`src/rtl/dtsv_pkg.sv`:
```
// ----------------------------------------------------------------------------
// Date/time string validator package
// Shared item type, slot codes and calendar helpers.
// ----------------------------------------------------------------------------
package dtsv_pkg;

    // layouts
    localparam logic [2:0] FMT_DATE     = 3'd0;
    localparam logic [2:0] FMT_TIME     = 3'd1;
    localparam logic [2:0] FMT_DATETIME = 3'd2;
    localparam logic [2:0] FMT_SEP_DATE = 3'd3;
    localparam logic [2:0] FMT_SEP_TIME = 3'd4;

    // per-position slot codes
    localparam logic [3:0] SLOT_YEAR   = 4'd0;
    localparam logic [3:0] SLOT_SECOND = 4'd5;
    localparam logic [3:0] SLOT_SEP    = 4'd6;
    localparam logic [3:0] SLOT_OVER   = 4'd7;
    localparam logic [3:0] SLOT_SKIP   = 4'd8;

    // back-end operations
    localparam logic [2:0] OP_YEAR   = 3'd0;
    localparam logic [2:0] OP_MONTH  = 3'd1;
    localparam logic [2:0] OP_DAY    = 3'd2;
    localparam logic [2:0] OP_HOUR   = 3'd3;
    localparam logic [2:0] OP_MINUTE = 3'd4;
    localparam logic [2:0] OP_SECOND = 3'd5;
    localparam logic [2:0] OP_NONE   = 3'd6;
    localparam logic [2:0] OP_BAD    = 3'd7;

    localparam logic [3:0] POS_MAX = 4'd15;

    localparam int QDEPTH   = 4;
    localparam int QPTR_W   = $clog2(QDEPTH);
    localparam int QCOUNT_W = $clog2(QDEPTH + 1);

    // slot rows, position 0 in the lowest nibble
    localparam logic [63:0] ROW_DATE     = 64'h7777_7777_2211_0000;
    localparam logic [63:0] ROW_TIME     = 64'h7777_7777_7755_4433;
    localparam logic [63:0] ROW_DATETIME = 64'h8855_4433_2211_0000;
    localparam logic [63:0] ROW_SEP_DATE = 64'h7777_7722_6116_0000;
    localparam logic [63:0] ROW_SEP_TIME = 64'h7777_7777_5564_4633;

    typedef struct packed {
        logic [2:0] op;
        logic [3:0] digit;
        logic       last;
        logic       need_date;
        logic       need_time;
        logic       form_ok;
    } dtsv_item_t;

    function automatic logic [3:0] slot_lookup(input logic [2:0] fmt, input logic [3:0] pos);
        logic [63:0] row;
        begin
            unique case (fmt)
                FMT_DATE:     row = ROW_DATE;
                FMT_TIME:     row = ROW_TIME;
                FMT_DATETIME: row = ROW_DATETIME;
                FMT_SEP_DATE: row = ROW_SEP_DATE;
                FMT_SEP_TIME: row = ROW_SEP_TIME;
                default:      row = '1;
            endcase
            slot_lookup = row[{pos, 2'b00} +: 4];
        end
    endfunction

    // valid only for years inside 1700..3000
    function automatic logic is_leap(input logic [13:0] y);
        logic century;
        begin
            century = 1'b0;
            for (int c = 17; c <= 30; c++)
            begin
                if (y == 14'(c * 100))
                    century = 1'b1;
            end
            is_leap = (y[1:0] == 2'b00 && !century) || y == 14'd2000 || y == 14'd2400
                   || y == 14'd2800 || y == 14'd3000;
        end
    endfunction

    function automatic logic [4:0] month_len(input logic [6:0] m, input logic leap);
        begin
            unique case (m)
                7'd2:                          month_len = leap ? 5'd29 : 5'd28;
                7'd4, 7'd6, 7'd9, 7'd11:       month_len = 5'd30;
                default:                       month_len = 5'd31;
            endcase
        end
    endfunction

endpackage

```
`src/rtl/dtsv_front.sv`:
```
// ----------------------------------------------------------------------------
// Date/time string validator front end
// Tracks position, layout and end of string; classifies each byte.
// ----------------------------------------------------------------------------
module dtsv_front
    import dtsv_pkg::*;
(
    input  logic       clk,
    input  logic       rst_n,
    input  logic       take,
    input  logic [2:0] mode,
    input  logic [7:0] char_byte,
    input  logic       last,
    output dtsv_item_t item
);

    logic [3:0] pos_reg, pos_next, pos_adv;
    logic       ended_reg, ended_next;
    logic [2:0] fmt_reg, fmt_next, fmt_eff;
    logic       live, is_digit;
    logic [3:0] slot;

    always_comb
    begin
        fmt_eff  = (pos_reg == 4'd0 && !ended_reg) ? mode : fmt_reg;
        live     = !ended_reg && char_byte != 8'd0;
        is_digit = char_byte >= 8'h30 && char_byte <= 8'h39;
        slot     = slot_lookup(fmt_eff, pos_reg);
        pos_adv  = (live && pos_reg != POS_MAX) ? pos_reg + 4'd1 : pos_reg;

        item.digit = char_byte[3:0];
        item.last  = last;
        if (!live)
            item.op = OP_NONE;
        else if (fmt_eff > FMT_SEP_TIME)
            item.op = OP_BAD;
        else if (slot <= SLOT_SECOND)
            item.op = is_digit ? slot[2:0] : OP_BAD;
        else if (slot == SLOT_OVER)
            item.op = OP_BAD;
        else
            item.op = OP_NONE;

        unique case (fmt_eff)
            FMT_DATE:     item.form_ok = pos_adv == 4'd8;
            FMT_TIME:     item.form_ok = pos_adv == 4'd6;
            FMT_DATETIME: item.form_ok = pos_adv >= 4'd14;
            FMT_SEP_DATE: item.form_ok = pos_adv == 4'd10;
            FMT_SEP_TIME: item.form_ok = pos_adv == 4'd8;
            default:      item.form_ok = 1'b0;
        endcase
        item.need_date = fmt_eff == FMT_DATE || fmt_eff == FMT_DATETIME
                      || fmt_eff == FMT_SEP_DATE;
        item.need_time = fmt_eff == FMT_TIME || fmt_eff == FMT_DATETIME
                      || fmt_eff == FMT_SEP_TIME;

        // start over after the last byte of a string
        if (last)
        begin
            pos_next   = 4'd0;
            ended_next = 1'b0;
            fmt_next   = FMT_DATE;
        end
        else
        begin
            pos_next   = pos_adv;
            ended_next = ended_reg || char_byte == 8'd0;
            fmt_next   = fmt_eff;
        end
    end

    always_ff @(posedge clk or negedge rst_n)
    begin
        if (!rst_n)
        begin
            pos_reg   <= 4'd0;
            ended_reg <= 1'b0;
            fmt_reg   <= FMT_DATE;
        end
        else if (take)
        begin
            pos_reg   <= pos_next;
            ended_reg <= ended_next;
            fmt_reg   <= fmt_next;
        end
    end

endmodule

```
`src/rtl/dtsv_queue.sv`:
```
// ----------------------------------------------------------------------------
// Date/time string validator queue
// Small register queue between the front and back ends.
// ----------------------------------------------------------------------------
module dtsv_queue
    import dtsv_pkg::*;
(
    input  logic       clk,
    input  logic       rst_n,
    input  logic       push,
    input  dtsv_item_t push_item,
    output logic       full,
    input  logic       pop,
    output logic       nonempty,
    output dtsv_item_t head
);

    dtsv_item_t            slots_reg [QDEPTH];
    logic [QPTR_W-1:0]     wr_ptr_reg, rd_ptr_reg;
    logic [QCOUNT_W-1:0]   count_reg, count_next;

    assign full     = count_reg == QCOUNT_W'(QDEPTH);
    assign nonempty = count_reg != '0;
    assign head     = slots_reg[rd_ptr_reg];

    always_comb
    begin
        count_next = count_reg;
        if (push && !pop)
            count_next = count_reg + 1'b1;
        else if (pop && !push)
            count_next = count_reg - 1'b1;
    end

    always_ff @(posedge clk)
    begin
        if (push)
            slots_reg[wr_ptr_reg] <= push_item;
    end

    always_ff @(posedge clk or negedge rst_n)
    begin
        if (!rst_n)
        begin
            wr_ptr_reg <= '0;
            rd_ptr_reg <= '0;
            count_reg  <= '0;
        end
        else
        begin
            if (push)
                wr_ptr_reg <= wr_ptr_reg + 1'b1;
            if (pop)
                rd_ptr_reg <= rd_ptr_reg + 1'b1;
            count_reg <= count_next;
        end
    end

endmodule

```
`src/rtl/dtsv_back.sv`:
```
// ----------------------------------------------------------------------------
// Date/time string validator back end
// Accumulates decimal fields and judges the string on its last item.
// ----------------------------------------------------------------------------
module dtsv_back
    import dtsv_pkg::*;
(
    input  logic       clk,
    input  logic       rst_n,
    input  logic       nonempty,
    input  dtsv_item_t head,
    output logic       pop,
    output logic       res_valid,
    input  logic       res_ready,
    output logic       valid_res
);

    logic [13:0] year_reg, year_next;
    logic [6:0]  month_reg, month_next, day_reg, day_next;
    logic [6:0]  hour_reg, hour_next, minute_reg, minute_next, second_reg, second_next;
    logic        ok_reg, ok_next;
    logic        out_valid_reg, out_res_reg;
    logic        load, date_ok, time_ok, verdict;
    logic [4:0]  lim;

    function automatic logic [6:0] push7(input logic [6:0] acc, input logic [3:0] d);
        logic [10:0] s;
        begin
            s = {acc, 3'b000} + {3'b000, acc, 1'b0} + {7'd0, d};
            push7 = s[6:0];
        end
    endfunction

    assign pop       = nonempty && (!head.last || !out_valid_reg || res_ready);
    assign load      = pop && head.last;
    assign res_valid = out_valid_reg;
    assign valid_res = out_res_reg;

    always_comb
    begin
        year_next   = year_reg;
        month_next  = month_reg;
        day_next    = day_reg;
        hour_next   = hour_reg;
        minute_next = minute_reg;
        second_next = second_reg;
        ok_next     = ok_reg;
        unique case (head.op)
            OP_YEAR:   year_next   = 14'({year_reg, 3'b000} + {year_reg, 1'b0}
                                        + 17'(head.digit));
            OP_MONTH:  month_next  = push7(month_reg, head.digit);
            OP_DAY:    day_next    = push7(day_reg, head.digit);
            OP_HOUR:   hour_next   = push7(hour_reg, head.digit);
            OP_MINUTE: minute_next = push7(minute_reg, head.digit);
            OP_SECOND: second_next = push7(second_reg, head.digit);
            OP_BAD:    ok_next     = 1'b0;
            OP_NONE:   ok_next     = ok_reg;
            default:   ok_next     = ok_reg;
        endcase

        lim     = month_len(month_next, is_leap(year_next));
        date_ok = year_next >= 14'd1700 && year_next <= 14'd3000
               && month_next >= 7'd1 && month_next <= 7'd12
               && day_next >= 7'd1 && day_next <= {2'b00, lim};
        time_ok = hour_next <= 7'd23 && minute_next <= 7'd59 && second_next <= 7'd59;
        verdict = ok_next && head.form_ok && (!head.need_date || date_ok)
               && (!head.need_time || time_ok);
    end

    always_ff @(posedge clk or negedge rst_n)
    begin
        if (!rst_n)
        begin
            year_reg      <= '0;
            month_reg     <= '0;
            day_reg       <= '0;
            hour_reg      <= '0;
            minute_reg    <= '0;
            second_reg    <= '0;
            ok_reg        <= 1'b1;
            out_valid_reg <= 1'b0;
        end
        else
        begin
            if (pop)
            begin
                // clear the fields once a string is judged
                if (head.last)
                begin
                    year_reg   <= '0;
                    month_reg  <= '0;
                    day_reg    <= '0;
                    hour_reg   <= '0;
                    minute_reg <= '0;
                    second_reg <= '0;
                    ok_reg     <= 1'b1;
                end
                else
                begin
                    year_reg   <= year_next;
                    month_reg  <= month_next;
                    day_reg    <= day_next;
                    hour_reg   <= hour_next;
                    minute_reg <= minute_next;
                    second_reg <= second_next;
                    ok_reg     <= ok_next;
                end
            end
            if (load)
                out_valid_reg <= 1'b1;
            else if (res_ready)
                out_valid_reg <= 1'b0;
        end
    end

    always_ff @(posedge clk)
    begin
        if (load)
            out_res_reg <= verdict;
    end

endmodule

```
`src/rtl/date_time_string_validator.sv`:
```
// ----------------------------------------------------------------------------
// Date/time string validator
// Checks ASCII date/time strings, one byte per item, one result per string.
// ----------------------------------------------------------------------------
// Result path: the item marked last is registered in the queue, then popped
// into the output register if nothing is ahead of it and the register is free.
// Throughput: one byte per cycle while the queue is not full; the 4-entry
// queue between the classifier and the accumulators absorbs output stalls.
// Reset: rst_n clears position, layout, accumulators and queue at once;
// the block is ready to take items as soon as reset is released.
module date_time_string_validator
    import dtsv_pkg::*;
(
    input  logic        clk,
    input  logic        rst_n,
    input  logic        s_tvalid,
    output logic        s_tready,
    input  logic [15:0] s_tdata,   // [2:0] mode, [10:3] char_byte, [15:11] zero
    input  logic        s_tlast,
    output logic        m_tvalid,
    input  logic        m_tready,
    output logic [7:0]  m_tdata    // [0] valid_res, [7:1] zero
);

    dtsv_item_t front_item, head;
    logic       take, full, nonempty, pop, valid_res;

    assign s_tready = !full;
    assign take     = s_tvalid && s_tready;
    assign m_tdata  = {7'd0, valid_res};

    dtsv_front u_front (
        .clk       (clk),
        .rst_n     (rst_n),
        .take      (take),
        .mode      (s_tdata[2:0]),
        .char_byte (s_tdata[10:3]),
        .last      (s_tlast),
        .item      (front_item)
    );

    dtsv_queue u_queue (
        .clk       (clk),
        .rst_n     (rst_n),
        .push      (take),
        .push_item (front_item),
        .full      (full),
        .pop       (pop),
        .nonempty  (nonempty),
        .head      (head)
    );

    dtsv_back u_back (
        .clk       (clk),
        .rst_n     (rst_n),
        .nonempty  (nonempty),
        .head      (head),
        .pop       (pop),
        .res_valid (m_tvalid),
        .res_ready (m_tready),
        .valid_res (valid_res)
    );

endmodule

```
`config.mk`:
```
export PLATFORM = sky130hd
export DESIGN_NAME = date_time_string_validator
export DESIGN_NICKNAME = d
export VERILOG_FILES = /design/src/rtl/dtsv_pkg.sv /design/src/rtl/dtsv_front.sv /design/src/rtl/dtsv_queue.sv /design/src/rtl/dtsv_back.sv /design/src/rtl/date_time_string_validator.sv
export SDC_FILE = /design/constraint.sdc
export NUM_CORES = 1
export LEC_CHECK = 0
export BUFFER_PORTS_ARGS = -buffer_cell sky130_fd_sc_hd__buf_2
export CORE_MARGIN = 2
export CORE_UTILIZATION = 55
export DETAILED_ROUTE_END_ITERATION = 12
export GPL_TIMING_DRIVEN = 1
export HOLD_SLACK_MARGIN = 0.08
export PLACE_DENSITY = 0.82
export SYNTH_ARGS = -nofsm -noshare
export SYNTH_HDL_FRONTEND = slang
export SYNTH_SLANG_ARGS = --single-unit
```
`constraint.sdc`:
```
create_clock -name clk -period 13.15 [get_ports clk]
set_input_delay 0.6575 -clock clk [delete_from_list [all_inputs] [get_ports clk]]
set_output_delay 0.6575 -clock clk [all_outputs]
set_load 0.01 [all_outputs]
```
# Word level (Yosys, flattened, before mapping)
# Memory sizes are Yosys's and may differ from the RTL's.
# Index checks and enable logic that the tools add are counted.
dict set report word_totals {
  mem_bits_rw 44
  rom_bits 0
  out_inout_bits 10
  n_memories 1
  register_bits 67
  latchBits 0
}
dict set report op_classes {
  magnitude_cmp 14
  n_reduce_logical 53
  n_bitwise 0
  shift 1
  n_addsub 17
  eq_ne 35
  mux 48
  div 0
  mul 0
}
# memory depth width rd rd_clocked_by_memory_dff wr line
set mem_list {}
lappend mem_list {u_queue.slots_reg 4 11 1 0 1 dtsv_queue.sv:18} ;# dtsv_item_t slots_reg [QDEPTH];
# operator n
set ops {}
lappend ops {{$pmux 64 s5} 1}
lappend ops {{$eq 14x12->1 const B} 10}
lappend ops {{$mux 7} 10}
lappend ops {{$shiftx 64x7->4} 1}
lappend ops {{$eq 14x11->1 const B} 4}
lappend ops {{$add 7x4->7} 5}
lappend ops {{$add 7x7->7} 5}
lappend ops {{$mux 14} 2}
lappend ops {{$mux 3} 8}
lappend ops {{$mux 1} 23}
lappend ops {{$logic_and 1x1->1} 20}
lappend ops {{$eq 3x3->1 const B} 5}
lappend ops {{$add 14x14->14} 1}
lappend ops {{$add 14x4->14} 1}
lappend ops {{$eq 7x3->1 const B} 2}
lappend ops {{$eq 7x4->1 const B} 2}
lappend ops {{$ge 14x11->1 const B} 1}
lappend ops {{$ge 7x1->1 const B} 2}
lappend ops {{$le 14x12->1 const B} 1}
lappend ops {{$le 7x6->1 const B} 2}
lappend ops {{$logic_or 1x1->1} 13}
lappend ops {{$eq 3x2->1 const B} 4}
lappend ops {{$pmux 5 s2} 1}
lappend ops {{$logic_not 1->1} 9}
lappend ops {{28 further kinds} 35}

# Logic depth before layout (Yosys ltp)
# Gate-level depths: netlist of the first run.
dict set report logic_depth {
  depth_word 31
  depth_mapped 23
  mapped_depth_nobuf 21
}

# By module
# From an unflattened synthesis of the first run, not the netlist that was laid out.
dict set report hier_totals {
  cells_unflattened 846
  hier_area_um2 8265.4
}
# module cells_each area_per_inst_um2 n_inst
set modules_own_cells {}
lappend modules_own_cells {dtsv_back 596 5082.4 1}
lappend modules_own_cells {dtsv_queue 91 1988.2 1}
lappend modules_own_cells {dtsv_front 148 1121.1 1}
lappend modules_own_cells {date_time_string_validator 11 73.8 1}

# Worst setup path before layout of the first run
# No wires, ideal clock.
dict set report synth_path {
  kind {reg2reg}
  start {register u_queue.rd_ptr_reg[0]}
  end {register u_back.out_res_reg (netlist: u_back.valid_res), data pin}
  t_arrival_ps 4843
  setup_time_ps 260
  stages_incl_launch_ff 20
  period_less_slack_ps 5103
  path_slack_ps 8047
  path_cell_list {dfrtp_1 -> buf_2 -> mux4_2 -> inv_1 -> fa_1 -> fa_1 -> nor2b_1 -> o2111a_1 -> or4_1 -> nand3_1 -> o31a_1 -> a2111oi_0 -> a41oi_1 -> o211a_1 -> a21oi_2 -> ha_1 -> a2111oi_0 -> a31oi_1 -> o2111ai_1 -> a21oi_1}
}
dict set report synth_via {
  elab_chain_len 31
}
# element line
set synth_rtl {}
lappend synth_rtl {{from (decl)} dtsv_queue.sv:19} ;# logic [QPTR_W-1:0] wr_ptr_reg, rd_ptr_reg;
lappend synth_rtl {{from (signal assigned)} dtsv_queue.sv:54} ;# rd_ptr_reg <= rd_ptr_reg + 1'b1;
lappend synth_rtl {{$mem_v2 4x11 *} --}
lappend synth_rtl {{$add 14x4->14 or $logic_not 3->1 (tied branches)} {dtsv_back.sv:50, dtsv_back.sv:48}}
lappend synth_rtl {{$mux 14} dtsv_back.sv:48} ;# unique case (head.op)
lappend synth_rtl {{$eq 14x11->1} dtsv_pkg.sv:75} ;# if (y == 14'(c * 100))
lappend synth_rtl {{$mux 1 (14 in a row)} dtsv_pkg.sv:75}
lappend synth_rtl {{$logic_not 1->1} dtsv_pkg.sv:78} ;# is_leap = (y[1:0] == 2'b00 && !century) || y == 14'd2000 || y == 14'd2400
lappend synth_rtl {{$logic_and 1x1->1} dtsv_pkg.sv:78}
lappend synth_rtl {{$logic_or 1x1->1 (2 in a row)} dtsv_pkg.sv:78}
lappend synth_rtl {{$logic_or 1x1->1 (2 in a row)} dtsv_pkg.sv:79} ;# || y == 14'd2800 || y == 14'd3000;
lappend synth_rtl {{$mux 1} dtsv_pkg.sv:86} ;# 7'd2: month_len = leap ? 5'd29 : 5'd28;
lappend synth_rtl {{$pmux 5 s2} dtsv_pkg.sv:85} ;# unique case (m)
lappend synth_rtl {{$le 7x5->1} dtsv_back.sv:64} ;# && day_next >= 7'd1 && day_next <= {2'b00, lim};
lappend synth_rtl {{$logic_and 1x1->1} dtsv_back.sv:64}
lappend synth_rtl {{$logic_or 1x1->1} dtsv_back.sv:66} ;# verdict = ok_next && head.form_ok && (!head.need_date || date_ok)
lappend synth_rtl {{$logic_and 1x1->1} dtsv_back.sv:66}
lappend synth_rtl {{$logic_and 1x1->1 *} dtsv_back.sv:67} ;# && (!head.need_time || time_ok);
lappend synth_rtl {{via u_back.verdict} dtsv_back.sv:23} ;# logic load, date_ok, time_ok, verdict;
lappend synth_rtl {{to (signal assigned)} dtsv_back.sv:119} ;# out_res_reg <= verdict;
lappend synth_rtl {{to (decl)} dtsv_back.sv:22} ;# logic out_valid_reg, out_res_reg;
# Mark *: on every way through the listed nets, which the timed path passes. The rest lies on a longest branch.
# A chain may end at the register's enable or synchronous reset.

# Worst setup path after layout of the first run
# Ends and elaborated chain as after synthesis.

==> results.ini, run 1 <==
[setup_path]
worstSetupPathType = flop to flop
regToRegStartpoint = u_queue.rd_ptr_reg[0]$_DFFE_PN0P_
r2r_cells = 19
cp-end-kind = flop
worstPathArrival_ps = 6240
path_cells = mux4_2, inv_1, fa_1, inv_1, ha_1, a21o_1, and4_1, or3_1, a31oi_2, and3b_1, a21oi_1, a2bb2oi_1, o311ai_1, a21oi_2, ha_1, a2111oi_0, a31oi_1, o2111ai_1, a21oi_1
rrSetupSlack_ps = 7010
cpMaxStageDelayCell = dfrtp_1
cp-start-kind = flop
crit_fanout = 13
path_buf_inv = 2
r2r_end = u_back.valid_res$_DFFE_PP_
crit_required_ps = 13250
cp_slowest_stage_delay_ps = 840
critPathTopFamily = compound AO/OA/AOI/OAI gates

[synthesis]
ys_top_cells_by_area = dfrtp_1 21%, edfxtp_1 17%, ha_1 11%
synthArstFlopShare_pct = 59.5
synth_top_cell_by_area = dfrtp_1
synth_area_um2 = 7800
seq_area_frac_synth_pct = 38.5
synth_area_per_cell_um2 = 10.1
yosysUniqueCellTypes = 73
synth_edf_count = 45
yosysWarningCount = 0
yosysTopAreaCellShare_pct = 20.8
synth_seq_cells = 111
postSynthCellCount = 770
synth_top_flop_cell = dfrtp_1
yosys-top-cells-count = 71 x ha_1, 71 x nand2_1, 65 x dfrtp_1

[job]
cap_viol_max_count = 0

[grt]
grt_pass1_vias = 5890
grt_pass1_wl_um = 28700
grt_usage_pct = 24.1
grt_overflow = 0
antenna_found_initial = 0
grt_max_degree = 67

[place]
place_hpwl_um = 12300
place_area_um2 = 8000
gp_congestion = 0.946
io_buffers = 18
dp_slack_ps = 7100

[clock_network]
post_cts_resized = 0
h-tree-depth = 3
clockBufferDepth = 2
insertion_delay_ps = 360
clk_pin_slew_ps = 70
holdBufCountCts = 0
cts_sinks = 111
cts_buffers = 9
cts-root-buf = clkbuf_16
postCtsSetupRepairBufs = 0
cts_tree = built

[sta]
finalMaxSlewViolations = 0
max_freq_mhz = 163
hold_viol = 0
relSlewSlack_pct = 23.9
finalCritPeriodShare_pct = 46.7
tns_ps = 0
setup_viol = 0
grt_setup_unrepaired = false
fin_skew_ps = 10.3
setup_ws_ps = 7010
worst_pin_slew_ps = 1110
min_period_ps = 6140

[detailed_routing]
ant_nets = 0
wl_per_cell_um = 18.0
vias_per_cell = 6.27
wl_um = 17300
vias = 6029
drc_errors = 0
first_pass_iters = 5
drt_iter0_markers = 458

[floorplanning]
die_w_um = 123
die_y_um = 123
io_pins = 31
floorplan.initialDensity_pct = 56.2
dieArea_um2 = 15200
rows = 43
core_area_um2 = 13900

[cells_and_area]
final_area_um2 = 8310
area_growth_pct = 6.51
largest_reg_flops = 44
drive_above_1_share_pct = 8.83
num_antenna_cells = 0
fin_nets = 881
fillers = 1146

[status]
status = finished, final reports clean

[power_and_ir_drop]
power.density_nw_per_um2 = 188
leakagePower_nw = 3.74
peakVddDrop_mv = 0.139
power_mw = 1.56

[worst_hold_path]
min-delay-start = u_back.ok_reg$_DFFE_PN1P_
hold_depth = 2
hp-class = flop to flop
min_to = u_back.ok_reg$_DFFE_PN1P_

==> worst reg2reg max path, cell delays in order (launching register included) <==
cell       delay [ps]
dfrtp_1           840
mux4_2            770
inv_1             140
fa_1              460
inv_1              80
ha_1              230
a21o_1            210
and4_1            240
or3_1             330
a31oi_2           580
and3b_1           250
a21oi_1            40
a2bb2oi_1         140
o311ai_1          430
a21oi_2           110
ha_1              290
a2111oi_0         390
a31oi_1           110
o2111ai_1         130
a21oi_1           100
==> stage by stage <==
stage | std cells | hold slack (ps) | utilization (%)
finish | 961 | 482 | 59.9
detailed placement | 945 | 472 | 57.6
global placement | 945 | 453 | 57.6
global route | 961 | 518 | 59.9
floorplan | 776 | 362 | -
CTS | 961 | 487 | 59.9
==> cell usage in the layout (no fill, tap or decap), types with 4 or more instances in the layout <==
cell,n
nor3b_1,6
ha_1,71
edfxtp_1,45
and3_1,10
or3_1,7
a211oi_1,4
nor3_1,19
conb_1,7
or2_2,5
fa_1,13
nor4_1,4
mux2_2,6
mux2i_1,16
xor2_1,10
xnor2_1,29
nor2_1,34
a22o_1,23
nand4_1,8
and2_1,6
buf_2,18
nor2b_1,7
nand3_1,14
a21oi_1,39
clkbuf_16,10
a31oi_1,10
o21ai_0,56
nand2_1,71
inv_1,42
o31ai_1,8
mux4_2,11
nand3b_1,6
dfrtp_1,65
o211ai_1,9
a21o_1,15
nand2b_1,8
==> metal layers <==
metal  global-route usage [%]  vias up  part of all wire [%]
met3                     3.14       29                   4.9
li1                         -     2857                     -
met4                     9.52        0                   1.9
met1                     33.0     2947                    44
met5                        0        -                     0
met2                     39.1      196                    49
==> logic make-up (layout without fill, tap and decap cells) <==
kind of cell	after synthesis	in the layout	synth area share (%)
flops	111	111	38.5
compound gates	207	207	17.8
mux	33	33	6.09
simple gates	219	219	14.3
buf+inv	76	81	4.19
fa+ha+maj	84	84	14.7
other cells	1	7	0.0481
xor+xnor	39	39	4.38
==> layout make-up <==
class	count	area, um^2	share of cell area [%]
clock buffers	11	264	3.18
clock inverters	5	45.0	0.542
inverters	44	165	1.99
multi-input cells	589	4490	54.1
flip-flops and latches	111	3000	36.1
well taps	180	225	2.71
repair buffers	21	113	1.36
==> where the power goes <==
| group | switching [mW] | internal (mW) |
|---|---|---|
| clock | 0.132 | 0.149 |
| combinational | 0.467 | 0.286 |
| sequential | 0.0779 | 0.447 |
| total | 0.676 | 0.882 |
==> worst max-delay path by stage <==
stage	start	end	slack [ps]	depth (start not counted)
2_1_floorplan	u_queue.rd_ptr_reg[0]$_DFFE_PN0P_	u_back.valid_res$_DFFE_PP_	8050	19
3_3_place_gp	u_queue.rd_ptr_reg[0]$_DFFE_PN0P_	u_back.valid_res$_DFFE_PP_	7180	19
3_5_place_dp	u_queue.rd_ptr_reg[0]$_DFFE_PN0P_	u_back.valid_res$_DFFE_PP_	7100	19
4_1_cts	u_queue.rd_ptr_reg[0]$_DFFE_PN0P_	u_back.valid_res$_DFFE_PP_	7080	19
5_1_grt	u_queue.rd_ptr_reg[0]$_DFFE_PN0P_	u_back.valid_res$_DFFE_PP_	6720	19
6_report	u_queue.rd_ptr_reg[0]$_DFFE_PN0P_	u_back.valid_res$_DFFE_PP_	7010	19
Note: power is estimated with default switching activity, not from simulation.
==> inputs of run 2 (changes only) <==
ABC_AREA = 1   (was default)
PLACE_DENSITY = 0.85   (was 0.82)
clock period = 5.5 ns   (was 13.15 ns; I/O delays follow)
==> run 2 against run 1 <==
Clock power is 150% higher. Register-to-register slack worse by 6400 ps. Global-route usage is 1.7 points lower. Synthesized cell count is 30% higher. Non-clock buffer count rose by 3. Combinational power increased to 4.2 times the previous value. Design area rose by 2.4%. Critical path type unchanged. Highest routed layer unchanged.
==> results.ini, run 2 <==
[floorplanning]
die_w_um = 125
floorplan.initialDensity_pct = 55.7
core_area_um2 = 14400
dieArea_um2 = 15500
rows = 44
io_pins = 31
die_y_um = 125

[detailed_routing]
wl_per_cell_um = 14.1
drt_iter0_markers = 463
vias_per_cell = 5.51
first_pass_iters = 5
met3_length_um = 746
vias = 6609
wl_met1_um = 7420
wl_um = 16900
drc_errors = 0
wl_met2_um = 8440
ant_nets = 0
top_layer = met4

[sta]
finalCritPeriodShare_pct = 89.1
grt_setup_unrepaired = false
fin_hold_ws_ps = 98.7
max_freq_mhz = 204
relSlewSlack_pct = 19.4
setup_viol = 0
min_period_ps = 4900
setup_ws_ps = 600
worst_pin_slew_ps = 1210
tns_ps = 0
finalMaxSlewViolations = 0
hold_viol = 0
fin_skew_ps = 9.38

[setup_path]
cpMaxStageDelayCell = dfrtp_1
worstSetupPathType = flop to flop
cpMostUsedCell = nand2_1
worstPathArrival_ps = 5020
cp-start-kind = flop
cp_slowest_stage_delay_ps = 610
cp-end-kind = flop
crit_required_ps = 5620
crit_fanout = 12

[synthesis]
yosysUniqueCellTypes = 46
synth_top_flop_cell = dfrtp_1
synthArstFlopShare_pct = 59.5
yosysTopAreaCellShare_pct = 20.3
synth_edf_count = 45
yosys-top-cells-count = 236 x nand2_1, 123 x inv_1, 75 x nor2_1, 75 x o21ai_0, 71 x ha_1
synth_area_um2 = 8000
yosysMostFrequentCell = nand2_1
synth_area_per_cell_um2 = 8.00
synth_top_cell_by_area = dfrtp_1
postSynthCellCount = 1000
seq_area_frac_synth_pct = 37.6
ys_top_cells_by_area = dfrtp_1 20%, edfxtp_1 17%, ha_1 11%
yosysWarningCount = 0
synth_seq_cells = 111

[place]
place_area_um2 = 8200
dp_slack_ps = 620
io_buffers = 18
gp_congestion = 0.959
place_hpwl_um = 12300

[cells_and_area]
area_growth_pct = 6.38
fillers = 1241
num_antenna_cells = 0
final_cell_mix = 236 x nand2_1, 123 x inv_1, 75 x nor2_1, 75 x o21ai_0, 71 x ha_1
layout_commonest_cell = nand2_1
drive_above_1_share_pct = 8.37
final_area_um2 = 8510
fin_nets = 1115
largest_reg_flops = 44

[power_and_ir_drop]
power.density_nw_per_um2 = 615
peakVddDrop_mv = 0.427
leakagePower_nw = 4.12

[grt]
grt_pass1_vias = 6385
grt_usage_pct = 22.4
grt_pass1_wl_um = 28700
antenna_found_initial = 0
grt_max_degree = 67
grt_overflow = 0

[clock_network]
insertion_delay_ps = 360
cts_buffers = 9
post_cts_resized = 0
postCtsSetupRepairBufs = 0
cts_tree = built
cts_sinks = 111
clk_pin_slew_ps = 80
cts-root-buf = clkbuf_16
h-tree-depth = 3
clockBufferDepth = 2
holdBufCountCts = 0

[status]
status = finished, final reports clean

[worst_hold_path]
hp-class = input pin to flop

[job]
cap_viol_max_count = 0

run 2: cell type report:
cell class	count	area [um^2]	area share, %
clock buffers	10	239	2.81
well taps	184	230	2.71
flip-flops and latches	111	3000	35.3
multi-input cells	725	4310	50.6
inverters	139	522	6.13
repair buffers	24	135	1.59
clock inverters	6	72.6	0.853
run 2: metal layers:
| layer | track usage [%] | up-vias |
|---|---|---|
| met3 | 4.30 | 28 |
| met1 | 28.1 | 3087 |
| met4 | 6.61 | 0 |
| met5 | 0 | - |
| met2 | 39.3 | 165 |
| li1 | - | 3329 |
run 2: worst paths after layout:
check	startpoint	endpoint	slack, ps	cells past startpoint
max	u_queue.rd_ptr_reg[1]$_DFFE_PN0P_	u_back.valid_res$_DFFE_PP_	600	28
min	m_tready	u_back.res_valid$_DFFE_PN0P_	100	2
max reg2reg	u_queue.rd_ptr_reg[1]$_DFFE_PN0P_	u_back.valid_res$_DFFE_PP_	600	28
min reg2reg	u_back.ok_reg$_DFFE_PN1P_	u_back.ok_reg$_DFFE_PN1P_	490	2
max in group asynchronous	rst_n	u_back.hour_reg[1]$_DFFE_PN0P_	4810	2
min in group asynchronous	rst_n	u_back.month_reg[5]$_DFFE_PN0P_	120	2
run 2: critical path, delay by kind of cell (launching register included):
family | cells | cell delay, ps
buffers and inverters | 3 | 530
adder cells (fa/ha/maj) | 3 | 1270
AND/OR/NAND/NOR | 18 | 1600
flip-flops | 1 | 610
AO/OA/AOI/OAI | 4 | 660
run 2: where the power goes:
part	total [mW]	internal, mW	switching (mW)	leakage, nW
clock	0.689	0.373	0.316	0.155
combinational	3.20	1.07	2.14	2.69
sequential	1.34	1.16	0.182	1.27
total	5.24	2.60	2.64	4.12
run 2: cell families (layout without fill, tap and decap cells):
group | after synthesis | after routing | synth area share, %
simple gates | 416 | 416 | 22.6
compound gates | 182 | 182 | 12.7
buf+inv | 170 | 179 | 8.88
flops | 111 | 111 | 37.6
fa+ha+maj | 84 | 84 | 14.4
xor+xnor | 36 | 36 | 3.94
other cells | 1 | 7 | 0.0469
run 2: through the flow:
| step | power [mW] | instances | util [%] |
|---|---|---|---|
| 2_1_floorplan | 3.80 | 1006 | - |
| 4_1_cts | 5.22 | 1199 | 59.2 |
| 5_1_grt | 5.75 | 1199 | 59.2 |
| 3_3_place_gp | 4.39 | 1183 | 57.1 |
| 6_report | 5.24 | 1199 | 59.2 |
| 3_5_place_dp | 4.51 | 1183 | 57.1 |
